--- src/hw/rtl/skt_pkg.sv ---
// ----------------------------------------------------------------------------
// skt_pkg: shared types and constants of the sorted key table
// Field widths, request and status codes, controller states and the
// command/status bundles between controller and datapath.
// ----------------------------------------------------------------------------
`default_nettype none

package skt_pkg;

	localparam int KEY_W     = 10;
	localparam int REQ_W     = 3;
	localparam int CNT_W     = 5;
	localparam int STAT_W    = 2;
	localparam int CFG_IDX_W = 1;

	localparam logic [KEY_W-1:0] THR_RESET = 10'd18;
	localparam logic [KEY_W-1:0] RMV_RESET = 10'd30;

	localparam logic [CFG_IDX_W-1:0] CFG_THRESHOLD = 1'b0;
	localparam logic [CFG_IDX_W-1:0] CFG_REMOVE    = 1'b1;

	typedef enum logic [REQ_W-1:0] {
		REQ_INSERT = 3'd0,
		REQ_COUNT  = 3'd1,
		REQ_REMOVE = 3'd2,
		REQ_MIN    = 3'd3,
		REQ_LIST   = 3'd4
	} req_t;

	typedef enum logic [STAT_W-1:0] {
		ST_OK    = 2'd0,
		ST_FULL  = 2'd1,
		ST_EMPTY = 2'd2
	} status_t;

	typedef enum logic [2:0] {
		S_IDLE,
		S_WALK,
		S_PLACE,
		S_RESP
	} state_t;

	// write port source
	typedef enum logic [1:0] {
		WR_SHIFT,     // read data up one slot
		WR_KEY_ABOVE, // key just above current entry
		WR_KEY_ZERO,  // key at the bottom slot
		WR_COMPACT    // read data at the compaction pointer
	} wr_sel_t;

	typedef enum logic {
		VAL_ZERO,
		VAL_DATA
	} val_sel_t;

	typedef enum logic [1:0] {
		CNT_ZERO,
		CNT_HELD,
		CNT_ACC
	} cnt_sel_t;

	typedef struct packed {
		logic     key_ld;
		logic     acc_clr;
		logic     ptr_first;
		logic     ptr_top;
		logic     ptr_inc;
		logic     ptr_dec;
		logic     mem_wr;
		wr_sel_t  wr_sel;
		logic     n_inc;
		logic     n_from_wp;
		logic     wp_inc;
		logic     acc_inc;
		logic     emit;
		val_sel_t val_sel;
		cnt_sel_t cnt_sel;
		status_t  status;
		logic     last;
	} cmd_t;

	typedef struct packed {
		logic n_zero;
		logic n_full;
		logic ptr_zero;
		logic ptr_last;
		logic gt_key;
		logic lt_thr;
		logic eq_rmv;
		logic out_free;
	} sts_t;

endpackage

`default_nettype wire

--- src/hw/rtl/skt_intf.sv ---
// ----------------------------------------------------------------------------
// skt_intf: channel interfaces of the sorted key table
// Request, result and configuration write channels, valid/ready each.
// ----------------------------------------------------------------------------
`default_nettype none

interface skt_req_if;
	logic                      valid;
	logic                      ready;
	logic [skt_pkg::REQ_W-1:0] req_type;
	logic [skt_pkg::KEY_W-1:0] key;

	modport source (output valid, req_type, key, input ready);
	modport sink   (input valid, req_type, key, output ready);
endinterface

interface skt_rsp_if;
	logic                       valid;
	logic                       ready;
	logic [skt_pkg::KEY_W-1:0]  value;
	logic [skt_pkg::CNT_W-1:0]  count;
	logic [skt_pkg::STAT_W-1:0] status;
	logic                       last;

	modport source (output valid, value, count, status, last, input ready);
	modport sink   (input valid, value, count, status, last, output ready);
endinterface

interface skt_cfg_if;
	logic                          valid;
	logic                          ready;
	logic [skt_pkg::CFG_IDX_W-1:0] index;
	logic [skt_pkg::KEY_W-1:0]     data;

	modport source (output valid, index, data, input ready);
	modport sink   (input valid, index, data, output ready);
endinterface

`default_nettype wire

--- src/hw/rtl/skt_ctrl.sv ---
// ----------------------------------------------------------------------------
// skt_ctrl: request sequencer
// Decodes a request and steps the datapath through the entry walk.
// ----------------------------------------------------------------------------
`default_nettype none

module skt_ctrl (
	input  wire                      clk,
	input  wire                      arst_n,
	input  wire                      req_valid,
	output logic                     req_ready,
	input  wire [skt_pkg::REQ_W-1:0] req_type,
	input  skt_pkg::sts_t            sts,
	output skt_pkg::cmd_t            cmd
);

	skt_pkg::state_t  state_q, state_d;
	skt_pkg::req_t    req_q;
	skt_pkg::status_t stat_q, stat_d;
	logic             accept;

	assign req_ready = (state_q == skt_pkg::S_IDLE);
	assign accept    = req_valid && req_ready;

	always_ff @(posedge clk or negedge arst_n) begin
		if (!arst_n) begin
			state_q <= skt_pkg::S_IDLE;
			req_q   <= skt_pkg::REQ_INSERT;
			stat_q  <= skt_pkg::ST_OK;
		end else begin
			state_q <= state_d;
			stat_q  <= stat_d;
			if (accept)
				req_q <= skt_pkg::req_t'(req_type);
		end
	end

	// next state
	always_comb begin
		state_d = state_q;
		stat_d  = stat_q;
		case (state_q)
			skt_pkg::S_IDLE: begin
				if (accept) begin
					stat_d = skt_pkg::ST_OK;
					case (req_type)
						skt_pkg::REQ_INSERT: begin
							if (sts.n_full) begin
								stat_d  = skt_pkg::ST_FULL;
								state_d = skt_pkg::S_RESP;
							end else if (sts.n_zero) begin
								state_d = skt_pkg::S_PLACE;
							end else begin
								state_d = skt_pkg::S_WALK;
							end
						end
						skt_pkg::REQ_COUNT, skt_pkg::REQ_REMOVE, skt_pkg::REQ_LIST: begin
							if (sts.n_zero) begin
								stat_d  = skt_pkg::ST_EMPTY;
								state_d = skt_pkg::S_RESP;
							end else begin
								state_d = skt_pkg::S_WALK;
							end
						end
						skt_pkg::REQ_MIN: begin
							if (sts.n_zero)
								stat_d = skt_pkg::ST_EMPTY;
							state_d = skt_pkg::S_RESP;
						end
						default: state_d = skt_pkg::S_IDLE;
					endcase
				end
			end
			skt_pkg::S_WALK: begin
				case (req_q)
					skt_pkg::REQ_INSERT: begin
						if (!sts.gt_key)
							state_d = skt_pkg::S_RESP;
						else if (sts.ptr_zero)
							state_d = skt_pkg::S_PLACE;
					end
					skt_pkg::REQ_COUNT, skt_pkg::REQ_REMOVE: begin
						if (sts.ptr_last)
							state_d = skt_pkg::S_RESP;
					end
					skt_pkg::REQ_LIST: begin
						if (!sts.lt_thr) begin
							if (sts.out_free && sts.ptr_last)
								state_d = skt_pkg::S_IDLE;
						end else if (sts.ptr_last) begin
							stat_d  = skt_pkg::ST_EMPTY;
							state_d = skt_pkg::S_RESP;
						end
					end
					default: state_d = skt_pkg::S_IDLE;
				endcase
			end
			skt_pkg::S_PLACE: state_d = skt_pkg::S_RESP;
			skt_pkg::S_RESP: begin
				if (sts.out_free)
					state_d = skt_pkg::S_IDLE;
			end
			default: state_d = skt_pkg::S_IDLE;
		endcase
	end

	// datapath commands
	always_comb begin
		cmd = '0;
		case (state_q)
			skt_pkg::S_IDLE: begin
				if (accept) begin
					cmd.key_ld  = 1'b1;
					cmd.acc_clr = 1'b1;
					if (req_type == skt_pkg::REQ_INSERT)
						cmd.ptr_top = !sts.n_zero;
					else
						cmd.ptr_first = 1'b1;
				end
			end
			skt_pkg::S_WALK: begin
				case (req_q)
					skt_pkg::REQ_INSERT: begin
						cmd.mem_wr = 1'b1;
						if (sts.gt_key) begin
							cmd.wr_sel  = skt_pkg::WR_SHIFT;
							cmd.ptr_dec = !sts.ptr_zero;
						end else begin
							cmd.wr_sel = skt_pkg::WR_KEY_ABOVE;
							cmd.n_inc  = 1'b1;
						end
					end
					skt_pkg::REQ_COUNT: begin
						cmd.acc_inc = sts.lt_thr;
						cmd.ptr_inc = !sts.ptr_last;
					end
					skt_pkg::REQ_REMOVE: begin
						cmd.mem_wr    = !sts.eq_rmv;
						cmd.wr_sel    = skt_pkg::WR_COMPACT;
						cmd.wp_inc    = !sts.eq_rmv;
						cmd.acc_inc   = sts.eq_rmv;
						cmd.n_from_wp = sts.ptr_last;
						cmd.ptr_inc   = !sts.ptr_last;
					end
					skt_pkg::REQ_LIST: begin
						if (!sts.lt_thr) begin
							// hold on this entry until the output slot frees
							if (sts.out_free) begin
								cmd.emit    = 1'b1;
								cmd.val_sel = skt_pkg::VAL_DATA;
								cmd.cnt_sel = skt_pkg::CNT_ZERO;
								cmd.status  = skt_pkg::ST_OK;
								cmd.last    = sts.ptr_last;
								cmd.ptr_inc = !sts.ptr_last;
							end
						end else begin
							cmd.ptr_inc = !sts.ptr_last;
						end
					end
					default: cmd = '0;
				endcase
			end
			skt_pkg::S_PLACE: begin
				cmd.mem_wr = 1'b1;
				cmd.wr_sel = skt_pkg::WR_KEY_ZERO;
				cmd.n_inc  = 1'b1;
			end
			skt_pkg::S_RESP: begin
				cmd.emit   = sts.out_free;
				cmd.status = stat_q;
				cmd.last   = 1'b1;
				if (req_q == skt_pkg::REQ_MIN && stat_q == skt_pkg::ST_OK)
					cmd.val_sel = skt_pkg::VAL_DATA;
				else
					cmd.val_sel = skt_pkg::VAL_ZERO;
				if (stat_q == skt_pkg::ST_EMPTY)
					cmd.cnt_sel = skt_pkg::CNT_ZERO;
				else if (req_q == skt_pkg::REQ_INSERT)
					cmd.cnt_sel = skt_pkg::CNT_HELD;
				else if (req_q == skt_pkg::REQ_COUNT || req_q == skt_pkg::REQ_REMOVE)
					cmd.cnt_sel = skt_pkg::CNT_ACC;
				else
					cmd.cnt_sel = skt_pkg::CNT_ZERO;
			end
			default: cmd = '0;
		endcase
	end

endmodule

`default_nettype wire

--- src/hw/rtl/skt_dp.sv ---
// ----------------------------------------------------------------------------
// skt_dp: sorted key table datapath
// Entry memory, walk pointers, counters, config registers, result register.
// ----------------------------------------------------------------------------
`default_nettype none

module skt_dp #(
	parameter int DEPTH = 16
) (
	input  wire                          clk,
	input  wire                          arst_n,
	input  wire [skt_pkg::KEY_W-1:0]     req_key,
	input  wire                          cfg_valid,
	input  wire [skt_pkg::CFG_IDX_W-1:0] cfg_index,
	input  wire [skt_pkg::KEY_W-1:0]     cfg_data,
	input  skt_pkg::cmd_t                cmd,
	output skt_pkg::sts_t                sts,
	output logic                         rsp_valid,
	input  wire                          rsp_ready,
	output logic [skt_pkg::KEY_W-1:0]    rsp_value,
	output logic [skt_pkg::CNT_W-1:0]    rsp_count,
	output logic [skt_pkg::STAT_W-1:0]   rsp_status,
	output logic                         rsp_last
);

	localparam int AW   = $clog2(DEPTH);
	localparam int CW   = $clog2(DEPTH + 1);
	localparam int KW   = skt_pkg::KEY_W;
	localparam int CNTW = skt_pkg::CNT_W;

	logic [KW-1:0] mem_q [DEPTH];
	logic [KW-1:0] rdata_q;
	logic [AW-1:0] ptr_q, raddr, waddr;
	logic [KW-1:0] wdata;
	logic [AW-1:0] wp_q;
	logic [CW-1:0] n_q, acc_q;
	logic [KW-1:0] key_q, thr_q, rmv_q;
	logic          out_free;

	// read address: the walk pointer follows it every cycle
	always_comb begin
		if (cmd.ptr_first)
			raddr = '0;
		else if (cmd.ptr_top)
			raddr = AW'(n_q - CW'(1));
		else if (cmd.ptr_inc)
			raddr = ptr_q + AW'(1);
		else if (cmd.ptr_dec)
			raddr = ptr_q - AW'(1);
		else
			raddr = ptr_q;
	end

	always_comb begin
		case (cmd.wr_sel)
			skt_pkg::WR_SHIFT: begin
				waddr = ptr_q + AW'(1);
				wdata = rdata_q;
			end
			skt_pkg::WR_KEY_ABOVE: begin
				waddr = ptr_q + AW'(1);
				wdata = key_q;
			end
			skt_pkg::WR_KEY_ZERO: begin
				waddr = '0;
				wdata = key_q;
			end
			skt_pkg::WR_COMPACT: begin
				waddr = wp_q;
				wdata = rdata_q;
			end
			default: begin
				waddr = '0;
				wdata = key_q;
			end
		endcase
	end

	always_ff @(posedge clk) begin
		if (cmd.mem_wr)
			mem_q[waddr] <= wdata;
		rdata_q <= mem_q[raddr];
	end

	always_ff @(posedge clk) begin
		ptr_q <= raddr;
		if (cmd.key_ld)
			key_q <= req_key;
		if (cmd.acc_clr) begin
			acc_q <= '0;
			wp_q  <= '0;
		end else begin
			if (cmd.acc_inc)
				acc_q <= acc_q + CW'(1);
			if (cmd.wp_inc)
				wp_q <= wp_q + AW'(1);
		end
	end

	always_ff @(posedge clk or negedge arst_n) begin
		if (!arst_n) begin
			n_q   <= '0;
			thr_q <= skt_pkg::THR_RESET;
			rmv_q <= skt_pkg::RMV_RESET;
		end else begin
			if (cmd.n_inc)
				n_q <= n_q + CW'(1);
			else if (cmd.n_from_wp)
				n_q <= CW'(wp_q) + CW'(cmd.mem_wr);
			if (cfg_valid) begin
				case (cfg_index)
					skt_pkg::CFG_THRESHOLD: thr_q <= cfg_data;
					skt_pkg::CFG_REMOVE:    rmv_q <= cfg_data;
					default:                thr_q <= thr_q;
				endcase
			end
		end
	end

	// result register
	assign out_free = !rsp_valid || rsp_ready;

	always_ff @(posedge clk or negedge arst_n) begin
		if (!arst_n)
			rsp_valid <= 1'b0;
		else if (cmd.emit)
			rsp_valid <= 1'b1;
		else if (rsp_ready)
			rsp_valid <= 1'b0;
	end

	always_ff @(posedge clk) begin
		if (cmd.emit) begin
			rsp_value  <= (cmd.val_sel == skt_pkg::VAL_DATA) ? rdata_q : '0;
			case (cmd.cnt_sel)
				skt_pkg::CNT_HELD: rsp_count <= CNTW'(n_q);
				skt_pkg::CNT_ACC:  rsp_count <= CNTW'(acc_q);
				default:           rsp_count <= '0;
			endcase
			rsp_status <= cmd.status;
			rsp_last   <= cmd.last;
		end
	end

	assign sts.n_zero   = (n_q == '0);
	assign sts.n_full   = (n_q == CW'(DEPTH));
	assign sts.ptr_zero = (ptr_q == '0);
	assign sts.ptr_last = (CW'(ptr_q) == n_q - CW'(1));
	assign sts.gt_key   = (rdata_q > key_q);
	assign sts.lt_thr   = (rdata_q < thr_q);
	assign sts.eq_rmv   = (rdata_q == rmv_q);
	assign sts.out_free = out_free;

endmodule

`default_nettype wire

--- src/hw/rtl/sorted_key_table.sv ---
// ----------------------------------------------------------------------------
// sorted_key_table: ordered key table with insert, count, remove, min, list
// Holds up to DEPTH 10-bit keys in ascending order in a single-port-write,
// single-port-read memory and answers one request at a time.
// ----------------------------------------------------------------------------
// One request at a time. Insert walks down from the top key, moving each
// larger key up one slot; count and remove walk every key; list walks
// every key, emitting each key at or above the threshold, or an empty
// result when none is. An insert into a full table or a count, remove,
// list or read-minimum on an empty table goes straight to its result.
// Results and the list walk wait while the result side stalls. The entry
// memory delivers one registered read per cycle, so a walk visits one key
// per clock unless held. A finished result sits in an output register,
// so the next request is taken while it waits. Request types 5 to 7 are
// taken and dropped with no result. Configuration writes are always ready
// and must only be issued while no request is in flight.
// ----------------------------------------------------------------------------
`default_nettype none

module sorted_key_table #(
	parameter int DEPTH = 16
) (
	input  wire       clk,
	input  wire       arst_n,
	skt_req_if.sink   req,
	skt_rsp_if.source rsp,
	skt_cfg_if.sink   cfg
);

	skt_pkg::cmd_t cmd;
	skt_pkg::sts_t sts;

	// config port never pushes back
	assign cfg.ready = 1'b1;

	// controller: request decode and walk sequencing
	skt_ctrl u_ctrl (
		.clk       (clk),
		.arst_n    (arst_n),
		.req_valid (req.valid),
		.req_ready (req.ready),
		.req_type  (req.req_type),
		.sts       (sts),
		.cmd       (cmd)
	);

	// datapath: entry memory, pointers, counters, result register
	skt_dp #(
		.DEPTH (DEPTH)
	) u_dp (
		.clk        (clk),
		.arst_n     (arst_n),
		.req_key    (req.key),
		.cfg_valid  (cfg.valid),
		.cfg_index  (cfg.index),
		.cfg_data   (cfg.data),
		.cmd        (cmd),
		.sts        (sts),
		.rsp_valid  (rsp.valid),
		.rsp_ready  (rsp.ready),
		.rsp_value  (rsp.value),
		.rsp_count  (rsp.count),
		.rsp_status (rsp.status),
		.rsp_last   (rsp.last)
	);

endmodule

`default_nettype wire

--- src/flat_wrapper.sv ---
// flat-port wrapper written by rule: the top's interface ports become plain ports
module sorted_key_table_flat 
#(
	parameter int DEPTH = 16
)
  (clk, arst_n, req_valid, req_req_type, req_key, req_ready, rsp_valid, rsp_value, rsp_count, rsp_status, rsp_last, rsp_ready, cfg_valid, cfg_index, cfg_data, cfg_ready);
  skt_req_if req_i ();
  skt_rsp_if rsp_i ();
  skt_cfg_if cfg_i ();
  input  wire clk;
  input  wire arst_n;
  input wire logic [$bits(req_i.valid)-1:0] req_valid;
  input wire logic [$bits(req_i.req_type)-1:0] req_req_type;
  input wire logic [$bits(req_i.key)-1:0] req_key;
  output wire logic [$bits(req_i.ready)-1:0] req_ready;
  output wire logic [$bits(rsp_i.valid)-1:0] rsp_valid;
  output wire logic [$bits(rsp_i.value)-1:0] rsp_value;
  output wire logic [$bits(rsp_i.count)-1:0] rsp_count;
  output wire logic [$bits(rsp_i.status)-1:0] rsp_status;
  output wire logic [$bits(rsp_i.last)-1:0] rsp_last;
  input wire logic [$bits(rsp_i.ready)-1:0] rsp_ready;
  input wire logic [$bits(cfg_i.valid)-1:0] cfg_valid;
  input wire logic [$bits(cfg_i.index)-1:0] cfg_index;
  input wire logic [$bits(cfg_i.data)-1:0] cfg_data;
  output wire logic [$bits(cfg_i.ready)-1:0] cfg_ready;
  assign req_i.valid = req_valid;
  assign req_i.req_type = req_req_type;
  assign req_i.key = req_key;
  assign req_ready = req_i.ready;
  assign rsp_valid = rsp_i.valid;
  assign rsp_value = rsp_i.value;
  assign rsp_count = rsp_i.count;
  assign rsp_status = rsp_i.status;
  assign rsp_last = rsp_i.last;
  assign rsp_i.ready = rsp_ready;
  assign cfg_i.valid = cfg_valid;
  assign cfg_i.index = cfg_index;
  assign cfg_i.data = cfg_data;
  assign cfg_ready = cfg_i.ready;
  sorted_key_table #(.DEPTH(DEPTH)) u_core (.clk(clk), .arst_n(arst_n), .req(req_i), .rsp(rsp_i), .cfg(cfg_i));
endmodule
--- config.mk ---
export PLATFORM = sky130hd
export DESIGN_NAME = sorted_key_table_flat
export DESIGN_NICKNAME = d
export VERILOG_FILES = /design/src/hw/rtl/skt_pkg.sv /design/src/hw/rtl/skt_intf.sv /design/src/hw/rtl/skt_ctrl.sv /design/src/hw/rtl/skt_dp.sv /design/src/hw/rtl/sorted_key_table.sv /design/src/flat_wrapper.sv
export SDC_FILE = /design/constraint.sdc
export NUM_CORES = 1
export LEC_CHECK = 0
export ABC_CLOCK_PERIOD_IN_PS = 4800
export BUFFER_PORTS_ARGS = -buffer_cell sky130_fd_sc_hd__buf_2
export CAP_MARGIN = 20
export CORE_ASPECT_RATIO = 2
export CORE_UTILIZATION = 60
export DETAILED_ROUTE_END_ITERATION = 16
export GPL_TIMING_DRIVEN = 0
export PLACE_DENSITY = 0.78
export SLEW_MARGIN = 20
export SYNTH_ARGS = -nofsm -noshare
export SYNTH_HDL_FRONTEND = slang
export SYNTH_SLANG_ARGS = --single-unit
--- constraint.sdc ---
create_clock -name clk -period 4.8 [get_ports clk]
set_input_delay 1.44 -clock clk [delete_from_list [all_inputs] [get_ports clk]]
set_output_delay 1.44 -clock clk [all_outputs]
set_load 0.01 [all_outputs]
# Yosys cells after proc, flatten, opt, wreduce, memory -nomap -nowiden
# Memories as Yosys holds them, arrays and structs flattened. A register that Yosys moved wholly into a read port is not among the register bits.
# Index checks and enable logic that the tools add are counted.
[classes]
addsub = 7
mul = 0
div = 0
magnitude_cmp = 2
n_eq_ne = 27
n_shift = 0
mux = 60
n_bitwise = 1
reduce_logical = 30
[op_table]
columns = ["operator", "n"]
rows = [
  ["$mux 2", 13],
  ["$mux 3", 8],
  ["$mux 4", 6],
  ["$mux 7", 3],
  ["$pmux 10 s2", 1],
  ["$eq 3x2->1 const B", 6],
  ["$pmux 3 s3", 2],
  ["$mux 1", 15],
  ["$pmux 7 s2", 1],
  ["$pmux 3 s4", 1],
  ["$pmux 4 s3", 1],
  ["$add 5x1->5 const B", 2],
  ["$eq 10x10->1", 1],
  ["$gt 10x10->1", 1],
  ["$lt 10x10->1", 1],
  ["$mux 5", 2],
  ["$pmux 5 s2", 1],
  ["$eq 3x1->1 const B", 3],
  ["$logic_not 3->1", 3],
  ["$add 4x1->4 const B", 2],
  ["$eq 2x2->1 const B", 4],
  ["$ne 4x4->1 const B", 2],
  ["$pmux 2 s2", 2],
  ["$pmux 4 s2", 1],
  ["other kinds (25)", 45],
]
[totals]
register_bits = 75
latch_bits = 0
ram_bits = 160
romBits = 0
input_bits = 29
output_inout_bits = 21
mem_count = 1
[memory_table]
columns = ["name", "words", "word_bits", "read_ports", "rd_clocked_by_memory_dff", "write_ports", "line_no", "source"]
rows = [
  ["u_core.u_dp.mem_q", 16, 10, 1, 1, 1, "skt_dp.sv:31", "logic [KW-1:0] mem_q [DEPTH];"],
]

# Depth between registers and ports, before layout
# Gate-level depths: netlist of run 1.
[depth]
word_depth = 11
mapped_depth = 15

# Modules after synthesis
# A second synthesis of run 1 with hierarchy kept.
[unflattened]
cells_unflattened = 915
area_unflattened_um2 = 11120.7
[by_module_without_submodules]
columns = ["mod", "n_inst", "cells_per_inst", "area_each_um2"]
rows = [
  ["skt_dp", 1, 806, 10314.9],
  ["skt_ctrl", 1, 107, 794.5],
  ["sorted_key_table", 1, 2, 11.3],
]

# Worst setup path before layout of run 1
# Ideal clock, no wire load.
[synth_path]
path_kind = "register to register"
from = "register u_core.u_dp.thr_q[4]"
to = "register u_core.u_dp.rsp_count[0] (netlist name), enable pin"
setup_ns = 0.416
t_arrival_ns = 3.393
setup_slack_ns = 0.991
path_stages_with_launch = 9
n_path_buf = 0
synth_period_minus_slack_ns = 3.809
path_cell_list = "dfstp_2 -> inv_1 -> ha_1 -> a41oi_1 -> a211oi_1 -> or2_2 -> nor4b_1 -> nor2_1 -> nor3_1"
[synth_lines]
columns = ["item", "line_no", "source"]
rows = [
  ["start: declaration", "skt_dp.sv:37", "logic [KW-1:0] key_q, thr_q, rmv_q;"],
  ["start signal: assignment", "skt_dp.sv:103", "thr_q <= skt_pkg::THR_RESET;"],
  ["start signal: assignment", "skt_dp.sv:112", "skt_pkg::CFG_THRESHOLD: thr_q <= cfg_data;"],
  ["start signal: assignment", "skt_dp.sv:114", "default: thr_q <= thr_q;"],
  ["end signal: assignment", "skt_dp.sv:136", "skt_pkg::CNT_HELD: rsp_count <= CNTW'(n_q);"],
  ["end signal: assignment", "skt_dp.sv:137", "skt_pkg::CNT_ACC: rsp_count <= CNTW'(acc_q);"],
  ["end: declaration", "skt_dp.sv:21", "output logic [skt_pkg::CNT_W-1:0] rsp_count,"],
]

# Worst setup path after layout of run 1
[layout_path]
from = "input port req_req_type[1]"
to = "register u_core.u_dp.rdata_q[3] (read register of u_core.u_dp.mem_q)"
[layout_via]
elab_chain_len = 6
elab_cells_between_ends = 7
[layout_lines]
columns = ["item", "line_no", "source"]
rows = [
  ["start: declaration", "flat_wrapper.sv:13", "input wire logic [$bits(req_i.req_type)-1:0] req_req_type;"],
  ["$logic_not 3->1 (*)", "skt_ctrl.sv:115", "if (req_type == skt_pkg::REQ_INSERT)"],
  ["$mux 1", "skt_ctrl.sv:115", ""],
  ["$mux 4 (*)", "skt_ctrl.sv:112", "if (accept) begin"],
  ["$mux 4 (*)", "-", ""],
  ["$mux 4", "skt_dp.sv:44", "else if (cmd.ptr_top)"],
  ["$mux 4 (*)", "skt_dp.sv:42", "if (cmd.ptr_first)"],
  ["end: declaration", "skt_dp.sv:32", "logic [KW-1:0] rdata_q;"],
]
# Mark *: on every way between the ends. The rest lies on a longest branch, timed or not.
# A chain may end at the register's enable or synchronous reset.

==> results of run 1 <==
-- placed cells by master, fill, tap and decap left out, types with 9 or more instances in the layout --
master       n
nand4_1     40
o21ai_0     24
nor3_1      11
dfxtp_1     23
a21oi_1     35
a2111oi_0   29
ha_1        31
mux2_2      23
o31ai_1     33
xor2_1      12
xnor2_1     16
nor2_1      58
nand3_1     14
o211ai_1    12
o22a_1      10
and2_1      12
clkbuf_1    33
dfrtp_1     28
a22oi_1      9
nand2_1     73
mux2i_1     22
clkbuf_16   21
a32o_1      12
edfxtp_1   188
a2111oi_1    9
buf_2       57
inv_1       42
-- metrics by stage --
step	instances	hold WS [ns]	util [%]	instance area [um2]	setup TNS (ns)
final	1262	0.510	68.1	12800	0
after global routing	1262	0.540	68.1	12800	0
after CTS	1262	0.513	68.0	12800	0
after detailed placement	1224	0.503	64.6	12200	-0.620
after global placement	1222	0.500	64.4	12100	-0.838
after floorplan	919	0.478	-	11600	0
-- layout make-up --
cell class	count	area (um2)	area share, %
tap	255	319	2.49
inverter	44	165	1.29
buffer	53	320	2.50
multi-input combinational	577	4160	32.4
sequential	245	6960	54.3
clock inverter	12	85.1	0.663
timing repair buffer	50	263	2.05
clock buffer	26	554	4.32
-- sequential cells by signal (all words and copies together), names as in the netlist, 3 cells and up --
name and cells:
u_core.u_ctrl.req_q 3, u_core.u_ctrl.state_q 3, u_core.u_dp.acc_q 5, u_core.u_dp.key_q 10, u_core.u_dp.mem_q 160, u_core.u_dp.n_q 5, u_core.u_dp.ptr_q 4, u_core.u_dp.rdata_q 10
u_core.u_dp.rmv_q 10, u_core.u_dp.rsp_count 5, u_core.u_dp.rsp_value 10, u_core.u_dp.thr_q 10, u_core.u_dp.wp_q 4
-- power by group through the flow --
stage / registers (mW) / clock network [mW] / logic, mW
after CTS: 2.98 / 1.64 / 3.23
after global placement: 3.02 / 0 / 3.10
after floorplan: 2.94 / 0 / 2.19
final: 2.99 / 1.62 / 3.30
after global routing: 3.00 / 1.72 / 3.54
after detailed placement: 3.03 / 0 / 3.20
-- routing by layer --
metal,vias to the layer above,routed length [um],global-route usage [%]
met4,0,2160,20.8
li1,3676,-,-
met3,113,1210,4.08
met1,3841,9760,30.9
met5,-,0,0
met2,301,15100,54.0
-- kinds of logic after synthesis --
logic type / Yosys count / share of synthesized area, %
AND/OR/NAND/NOR: 248 / 11.0
AO/OA/AOI/OAI: 216 / 14.0
XOR/XNOR: 29 / 2.31
adder cells (fa/ha/maj): 31 / 3.35
buffers and inverters: 97 / 4.18
multiplexers: 51 / 4.92
other: 2 / 0.0649
flip-flops: 245 / 60.2
-- worst min path at each step --
stage                                                  from                                 to  slack, ns  depth (start not counted)
after floorplan            u_core.u_dp.thr_q[1]$_DFFE_PN1P_   u_core.u_dp.thr_q[1]$_DFFE_PN1P_       0.48                          2
after global placement    u_core.u_dp.acc_q[4]$_SDFFE_PP0P_  u_core.u_dp.acc_q[4]$_SDFFE_PP0P_       0.50                          2
after detailed placement   u_core.u_dp.thr_q[4]$_DFFE_PN1P_   u_core.u_dp.thr_q[4]$_DFFE_PN1P_       0.50                          2
after CTS                  u_core.u_dp.thr_q[4]$_DFFE_PN1P_   u_core.u_dp.thr_q[4]$_DFFE_PN1P_       0.51                          2
after global routing       u_core.u_dp.thr_q[4]$_DFFE_PN1P_   u_core.u_dp.thr_q[4]$_DFFE_PN1P_       0.54                          2
final                      u_core.u_dp.thr_q[4]$_DFFE_PN1P_   u_core.u_dp.thr_q[4]$_DFFE_PN1P_       0.51                          2
-- tightest hold or removal path: cells and delay by family (launching register included) --
kind                   cells  cell delay [ns]
AO/OA/AOI/OAI              1             0.08
flip-flops                 1             0.36
buffers and inverters      1             0.06
==> metrics, run 1 <==
status finished clean; Final WS setup about 0.16 ns; Comb pwr share about two fifths; Overflow after GRT 0; total routed wirelength 28.2 mm; sw frac about 40%; nets@finish around 1100; Clk pwr share 20.5%; Setup Skew ~0.018 ns; Max Root-Sink Buffers 3; HP Class reg -> reg; R2R Setup Slk 0.30 ns; post-CTS sizing 0; drt drc 0; Setup crit end kind flop; Yosys top cell area share 48.8%; crit path buf inv count 3; top-count cell post-synth edfxtp_1; data required time of the critical path about 5.1 ns; H-tree depth 1; switching power approximately 3.1 mW; core area approximately 19000 um2; DR pass1 iterations 5; Die Ht around 200 um; leading area contributor after synthesis edfxtp_1; Most used DFF post-synth edfxtp_1; delay-heaviest family, CP compound AO/OA/AOI/OAI gates; Total Power approximately 7.9 mW; Die Span X about 100 um; crit-path max cell delay ~1 ns; Initial Util about three fifths; crit path max fanout 10; #FFs+latches synth around 250; leak pwr 4.78 nW; Area contributors post-synth edfxtp_1 (49%), dfrtp_1 (6.1%), dfxtp_1 (4.0%); Final min period between 4 and 5 ns; Ys Warns 0; antenna diode count 0; Post-CTS Setup Repair Bufs 0; syn_area_per_cell 12.6 um2; worst vdd ir between 300 and 400 uV; Worst-path clk slew ~0.07 ns; PD cells just over 600 nW/um2; FP Rows between 70 and 80; R2R Path End u_core.u_dp.rdata_q[3]$_DFF_P_; global-route wire length before repair approximately 44 mm; Tcrit/Tclk final between 90% and 100%; Crit. Startpoint req_req_type[1]; Slew Limit Headroom 26.7%; total number of vias around 7900; critical path depth 11; slowest CP cell a2111oi_1; layout cells sized above 1 16.4%; max-cap violations 0; RePlAce Congestion 0.954; RR Startpoint u_core.u_dp.thr_q[4]$_DFFE_PN1P_; WP data arrival roughly 5.0 ns; all-layer global routing usage between 20% and 30%; fraction of registers with async set/reset 13.9%; IO buf count between 40 and 50; Mapped Cells ~920; nature of the critical path startpoint input port; area grow syn2layout 10.8%; post-DP HPWL a little over 20 mm; crit path kind in -> reg; largest net degree at the start of global routing 35; Worst Tran Pin Value around 1.1 ns; Synth top cells by count edfxtp_1 (188), nand2_1 (73), nor2_1 (58); Routed Antenna Nets 0; TritonCTS buffer count 21; CTS tree yes; net count of the mapped netlist between 900 and 1000; Yosys cell types 77; final hold viol count 0; crit path cell chain buf_2, or3_1, nor3_1, nor3_1, a211oi_1, o211ai_1, clkinv_1, buf_2, a2111oi_0, a2111oi_1, o211ai_1; vias in the first global route slightly above 8000; Num Clock Sinks 245; Max Clk Rate between 200 and 250 MHz; Boundary Pins 50; Iter 0 DRT Violations approximately 390; R2R cell count 12; die area roughly 20000 um2; CTS Hold Bufs 0; final-layout fill cell count around 1400; Setup-failing EPs final 0; sequential power share between 30% and 40%; Seq/Total Area, Yosys 60.2%; Synth Cell Area about 12000 um2; CP Capture Point u_core.u_dp.rdata_q[3]$_DFF_P_; Int Pwr a little under 5 mW; initial antenna violation count 0; Final Slew Violations 0; WL per Instance between 20 and 25 um; DR vias/cell ~6.3; clk_lat worst skew roughly 0.53 ns; RSZ-0062 raised after global routing no; root buffer cell clkbuf_16; EDFF count, synth about 190; pre-CTS WS -0.208 ns
(Power assumes the default switching activity.)
==> run 2: changes to the inputs <==
--- a/config.mk
+++ b/config.mk
@@ -6,7 +6,7 @@
 export NUM_CORES = 1
 export LEC_CHECK = 0
 export ABC_CLOCK_PERIOD_IN_PS = 4800
-export BUFFER_PORTS_ARGS = -buffer_cell sky130_fd_sc_hd__buf_2
+export BUFFER_PORTS_ARGS = -buffer_cell sky130_fd_sc_hd__buf_4
 export CAP_MARGIN = 20
 export CORE_ASPECT_RATIO = 2
 export CORE_UTILIZATION = 60
==> metrics, run 2 (synthesized netlist as in run 1, its figures left out) <==
Post-Layout Cell Count 1265 (+0.24%); layout cells sized above 1 16.8% (+0.45 points); Die Span X 100 um (unchanged); crit path max fanout 10 (unchanged); delay-heaviest family, CP compound AO/OA/AOI/OAI gates; Cell Count Post-Placement 1224 (unchanged); PD cells 613 nW/um2 (-0.42%); area grow syn2layout 12.5%; Post-CTS Setup Repair Bufs 0 (unchanged); nets@finish 1054 (+0.19%); most common cell after layout, fill and taps aside edfxtp_1; Slew Limit Headroom 27.5% (+0.74 points); root buffer cell clkbuf_16; Setup crit end kind flop; Overflow after GRT 0 (unchanged); FP Rows 71 (unchanged); WP data arrival 4.81 ns (-0.15 ns); post-DP HPWL 20.5 mm (about the same); Max Root-Sink Buffers 3 (unchanged); WL per Instance 22.1 um (-0.99%); drt drc 0 (unchanged); data required time of the critical path 5.12 ns (about the same); post-CTS sizing 0 (unchanged); CTS tree yes; commonest non-fill, non-tap cells in the layout edfxtp_1 (188), nand2_1 (73), nor2_1 (58), buf_4 (54), inv_1 (42); RePlAce Congestion 0.988 (+3.6%); Boundary Pins 50 (unchanged); largest net degree at the start of global routing 35 (unchanged); crit-path max cell delay 0.97 ns (about the same); antenna diode count 0 (unchanged); DR pass1 iterations 7 (+2); Biggest register u_core.u_dp.mem_q; crit path buf inv count 3 (unchanged); RSZ-0062 raised after global routing no; Tcrit/Tclk final 93.6% (-3.0 points); Setup Skew 0.0142 ns (-0.00417 ns); global-route wire length before repair 43.2 mm (-1.5%); total number of vias 7837 (-1.2%); vias in the first global route 7990 (-1.0%); TritonCTS buffer count 22 (+4.8%); Setup-failing EPs final 0 (unchanged); IO buf count 48 (unchanged); DR vias/cell 6.20 (-1.4%); CTS Hold Bufs 0 (unchanged); status finished clean; H-tree depth 1 (unchanged); Final Slew Violations 0 (unchanged); Worst-path clk slew 0.07 ns (about the same); clk_lat worst skew 0.52 ns (about the same); max-cap violations 0 (unchanged); Iter 0 DRT Violations 483 (+23%); Final min period 4.49 ns (-0.143 ns); initial antenna violation count 0 (unchanged); crit path kind in -> reg; worst vdd ir 384 uV (+0.12%); Worst Tran Pin Value 1.08 ns (-0.0111 ns); Util after Layout 69.2% (+1.0 points); core area 18800 um2 (unchanged); Largest register FFs 160 (unchanged); crit path cell chain buf_4, or3_1, nor3_1, nor3_1, a211oi_1, o211ai_1, clkinv_1, buf_2, a2111oi_0, a2111oi_1, o211ai_1; Initial Util 61.5% (unchanged); die area 19900 um2 (unchanged); slowest CP cell a2111oi_1; final hold viol count 0 (unchanged); Routed Antenna Nets 0 (unchanged); Num Clock Sinks 245 (unchanged); HP Class reg -> reg; Max Clk Rate 222 MHz (+3.2%); nature of the critical path startpoint input port; total routed wirelength 28.0 mm (-0.76%); Die Ht 198 um (unchanged); all-layer global routing usage 29.3% (-0.45 points); leak pwr 4.84 nW (+1.3%)
-- run 2: through the flow --
| stage | hold WS, ns | setup TNS [ns] | instance area [um2] | power, mW | setup WS (ns) |
|---|---|---|---|---|---|
| 2_1_floorplan | 0.478 | 0 | 11600 | 5.14 | 0.991 |
| 3_3_place_gp | 0.491 | -0.234 | 12300 | 6.11 | -0.0880 |
| 3_5_place_dp | 0.499 | -0.0693 | 12300 | 6.20 | -0.0591 |
| 4_1_cts | 0.510 | 0 | 13000 | 7.94 | 0.339 |
| 5_1_grt | 0.534 | 0 | 13000 | 8.35 | 0.207 |
| 6_report | 0.503 | 0 | 13000 | 7.99 | 0.305 |
-- run 2: cell type report --
| cell class | count | area [um2] |
|---|---|---|
| Fill cell | 1373 | 5810 |
| Tap cell | 255 | 319 |
| Clock buffer | 28 | 624 |
| Timing Repair Buffer | 51 | 392 |
| Sequential cell | 245 | 6960 |
| Clock inverter | 12 | 91.3 |
| Buffer | 53 | 319 |
| Inverter | 44 | 165 |
| Multi-Input combinational cell | 577 | 4150 |
-- run 2: power breakdown --
group / internal, mW / switching (mW) / leakage, nW / total [mW]
registers: 2.77 / 0.209 / 2.32 / 2.98
clock network: 0.977 / 0.773 / 0.351 / 1.75
logic: 1.17 / 2.09 / 2.17 / 3.25
-- run 2: final timing paths --
| check | end | depth (start not counted) | start | slack, ns |
|---|---|---|---|---|
| worst max-delay path | u_core.u_dp.rdata_q[4]$_DFF_P_ | 11 | req_req_type[1] | 0.31 |
| worst min-delay path | u_core.u_dp.thr_q[4]$_DFFE_PN1P_ | 2 | u_core.u_dp.thr_q[4]$_DFFE_PN1P_ | 0.50 |
| worst max register to register | u_core.u_dp.rdata_q[4]$_DFF_P_ | 11 | u_core.u_dp.thr_q[4]$_DFFE_PN1P_ | 0.37 |
| worst min register to register | u_core.u_dp.thr_q[4]$_DFFE_PN1P_ | 2 | u_core.u_dp.thr_q[4]$_DFFE_PN1P_ | 0.50 |
| max in group asynchronous | u_core.u_dp.rmv_q[2]$_DFFE_PN1P_ | 1 | arst_n | 3.55 |
| min in group asynchronous | u_core.u_dp.n_q[3]$_DFFE_PN0P_ | 1 | arst_n | 0.86 |
-- run 2: per-layer routing --
metal  share of wire (%)  track usage [%]  vias up
li1                    -                -     3688
met1                  35             30.1     3768
met2                  53             53.7      278
met3                 4.3             3.87      103
met4                 7.7             20.5        0
met5                   0                0        -
-- run 2: worst reg2reg max path: stages, from the launching register on --
cell,delay (ns)
dfstp_2,0.52
inv_1,0.04
ha_1,0.30
a41oi_1,0.13
a211oi_1,0.56
o211ai_4,0.24
nor3b_2,0.26
nor3_4,0.42
buf_12,0.22
mux2_4,0.33
a2111oi_1,0.96
o211ai_1,0.25
==> run 3: changes to the inputs <==
--- a/config.mk
+++ b/config.mk
@@ -11,8 +11,8 @@
 export CORE_ASPECT_RATIO = 2
 export CORE_UTILIZATION = 60
 export DETAILED_ROUTE_END_ITERATION = 16
-export GPL_TIMING_DRIVEN = 0
 export PLACE_DENSITY = 0.78
+export SETUP_SLACK_MARGIN = 0.4
 export SLEW_MARGIN = 20
 export SYNTH_ARGS = -nofsm -noshare
 export SYNTH_HDL_FRONTEND = slang
==> metrics, run 3 (synthesized netlist as in run 1, its figures left out) <==
status finished clean; area of the multi-input gates 4180 um2 (+0.75%); all-layer global routing usage 31.6% (+2.3 points); Routed Antenna Nets 0 (unchanged); Worst Tran Pin Value 1.04 ns (-0.0454 ns); DR vias/cell 6.29 (+1.5%); total routed wirelength 30.0 mm (+7.0%); most common cell after layout, fill and taps aside edfxtp_1; Reg area 6960 um2 (unchanged); final-layout fill cell count 1399 (+1.9%); vias in the first global route 8260 (+3.4%); final hold viol count 0 (unchanged); Iter 0 DRT Violations 462 (-4.3%); H-tree depth 1 (unchanged); drt drc 0 (unchanged); Die Ht 198 um (unchanged); Total Power 7.92 mW (-0.89%); Die Span X 100 um (unchanged); largest net degree at the start of global routing 36 (+2.9%); critical path depth 12 (+1); antenna diode count 0 (unchanged); Tcrit/Tclk final 88.4% (-5.2 points); layout cells sized above 1 20.3% (+3.4 points); worst vdd ir 376 uV (-2.2%); setup TNS 0 ns (unchanged); crit path max fanout 14 (+4); Largest register FFs 160 (unchanged); post-DP HPWL 22.0 mm (+7.2%); delay-heaviest family, CP compound AO/OA/AOI/OAI gates; CTS tree yes; Final WS setup 0.555 ns (+0.250 ns); Boundary Pins 50 (unchanged); Max Root-Sink Buffers 3 (unchanged); initial antenna violation count 0 (unchanged); die area 19900 um2 (unchanged); commonest non-fill, non-tap cells in the layout edfxtp_1 (188), buf_4 (112), nand2_1 (73), nor2_1 (58), inv_1 (42); FP Rows 71 (unchanged); Initial Util 61.5% (unchanged); global-route wire length before repair 45.9 mm (+6.3%); crit path cell chain inv_1, ha_1, a21oi_1, a211oi_1, or3_1, o211ai_4, nor3b_4, nor3_4, buf_4, mux2_4, a2111oi_1, o211ai_1; Max Clk Rate 236 MHz (+5.9%); worst hold path depth 2 (unchanged); WP data arrival 4.61 ns (-0.20 ns); clk_lat worst skew 0.53 ns (about the same); Setup-failing EPs final 0 (unchanged); data required time of the critical path 5.16 ns (+0.04 ns); Final Slew Violations 0 (unchanged); DR pass1 iterations 5 (-2); slowest CP cell nor3b_4; root buffer cell clkbuf_16; PD cells 604 nW/um2 (-1.5%); nature of the critical path startpoint flop; RePlAce Congestion 0.985 (-0.31%); Area after DPL 12400 um2 (+0.94%); WL per Instance 23.6 um (+6.5%); Num Clock Sinks 245 (unchanged); pre-CTS WS 0.0488 ns (+0.108 ns); TritonCTS buffer count 21 (-4.5%); crit path kind reg -> reg; HP Class reg -> reg; leak pwr 4.93 nW (+1.9%); crit path buf inv count 2 (-1); Biggest register u_core.u_dp.mem_q; RSZ-0062 raised after global routing yes; core area 18800 um2 (unchanged); IO buf count 48 (unchanged); Worst-path clk slew 0.07 ns (about the same); Slew Limit Headroom 30.2% (+2.7 points); area grow syn2layout 13.3%; Final min period 4.24 ns (-0.250 ns); Overflow after GRT 0 (unchanged); Post-Layout Cell Count 1271 (+0.47%); design area 13100 um2 (+0.64%); Setup Skew 0.0186 ns (+0.00438 ns); Cell Count Post-Placement 1229 (+0.41%); Setup crit end kind flop; crit-path max cell delay 0.72 ns (-0.25 ns); nets@finish 1061 (+0.66%); total number of vias 7995 (+2.0%); R2R cell count 12 (+1); max-cap violations 0 (unchanged)
run 3: cell types whose count changed in the layout (fill, tap and decap cells not counted), moves of 2 or more:
cell	delta
buf_4	+58
clkbuf_1	-29
buf_2	-9
buf_6	-4
buf_8	-3
clkbuf_8	-3
clkinv_1	+3
a2111oi_1	-2
buf_12	-2
clkbuf_16	-2
clkinv_2	-2
run 3: power by group:
part           internal (mW)  switching, mW
Clock                  0.863          0.748
Sequential              2.77          0.290
Combinational           1.22           2.03
Total                   4.85           3.06
run 3: layer usage:
metal | vias to the layer above | wire length, um | GRT usage [%]
met5 | - | 0 | 0
met4 | 0 | 2710 | 26.7
li1 | 3692 | - | -
met3 | 127 | 1440 | 4.92
met1 | 3870 | 9660 | 30.9
met2 | 306 | 16100 | 56.8
run 3: what timing repair did:
item	CTS	global route
pin swaps	1	1
hold buffers	0	0
gates resized for setup	1	5
setup endpoints to repair	1	8
setup buffers	0	4
run 3: layout make-up:
cell class	count	share of cell area, %
Sequential cell	245	53.1
Tap cell	255	2.43
Clock buffer	24	4.09
Inverter	44	1.26
Multi-Input combinational cell	577	31.9
Timing Repair Buffer	112	6.41
Clock inverter	14	0.773
run 3: through the flow:
step	hold WS, ns	util, %
detailed placement	0.511	65.9
CTS	0.525	69.3
floorplan	0.478	-
finish	0.520	69.6
global placement	0.500	65.9
global route	0.554	69.6
run 3: worst reg2reg max path, cell delays in order (launching register included):
cell       delay [ns]
dfstp_2          0.52
inv_1            0.05
ha_1             0.31
a21oi_1          0.14
a211oi_1         0.10
or3_1            0.40
o211ai_4         0.36
nor3b_4          0.72
nor3_4           0.22
buf_4            0.21
mux2_4           0.30
a2111oi_1        0.57
o211ai_1         0.19
run 3: final timing paths:
| path | startpoint | end | slack (ns) |
|---|---|---|---|
| setup / recovery | u_core.u_dp.thr_q[4]$_DFFE_PN1P_ | u_core.u_dp.rdata_q[8]$_DFF_P_ | 0.56 |
| hold / removal | u_core.u_dp.thr_q[4]$_DFFE_PN1P_ | u_core.u_dp.thr_q[4]$_DFFE_PN1P_ | 0.52 |
| setup reg to reg | u_core.u_dp.thr_q[4]$_DFFE_PN1P_ | u_core.u_dp.rdata_q[8]$_DFF_P_ | 0.56 |
| hold reg to reg | u_core.u_dp.thr_q[4]$_DFFE_PN1P_ | u_core.u_dp.thr_q[4]$_DFFE_PN1P_ | 0.52 |
| max in group asynchronous | arst_n | u_core.u_dp.rmv_q[2]$_DFFE_PN1P_ | 3.57 |
| min in group asynchronous | arst_n | u_core.u_ctrl.state_q[2]$_DFFE_PN0P_ | 0.86 |
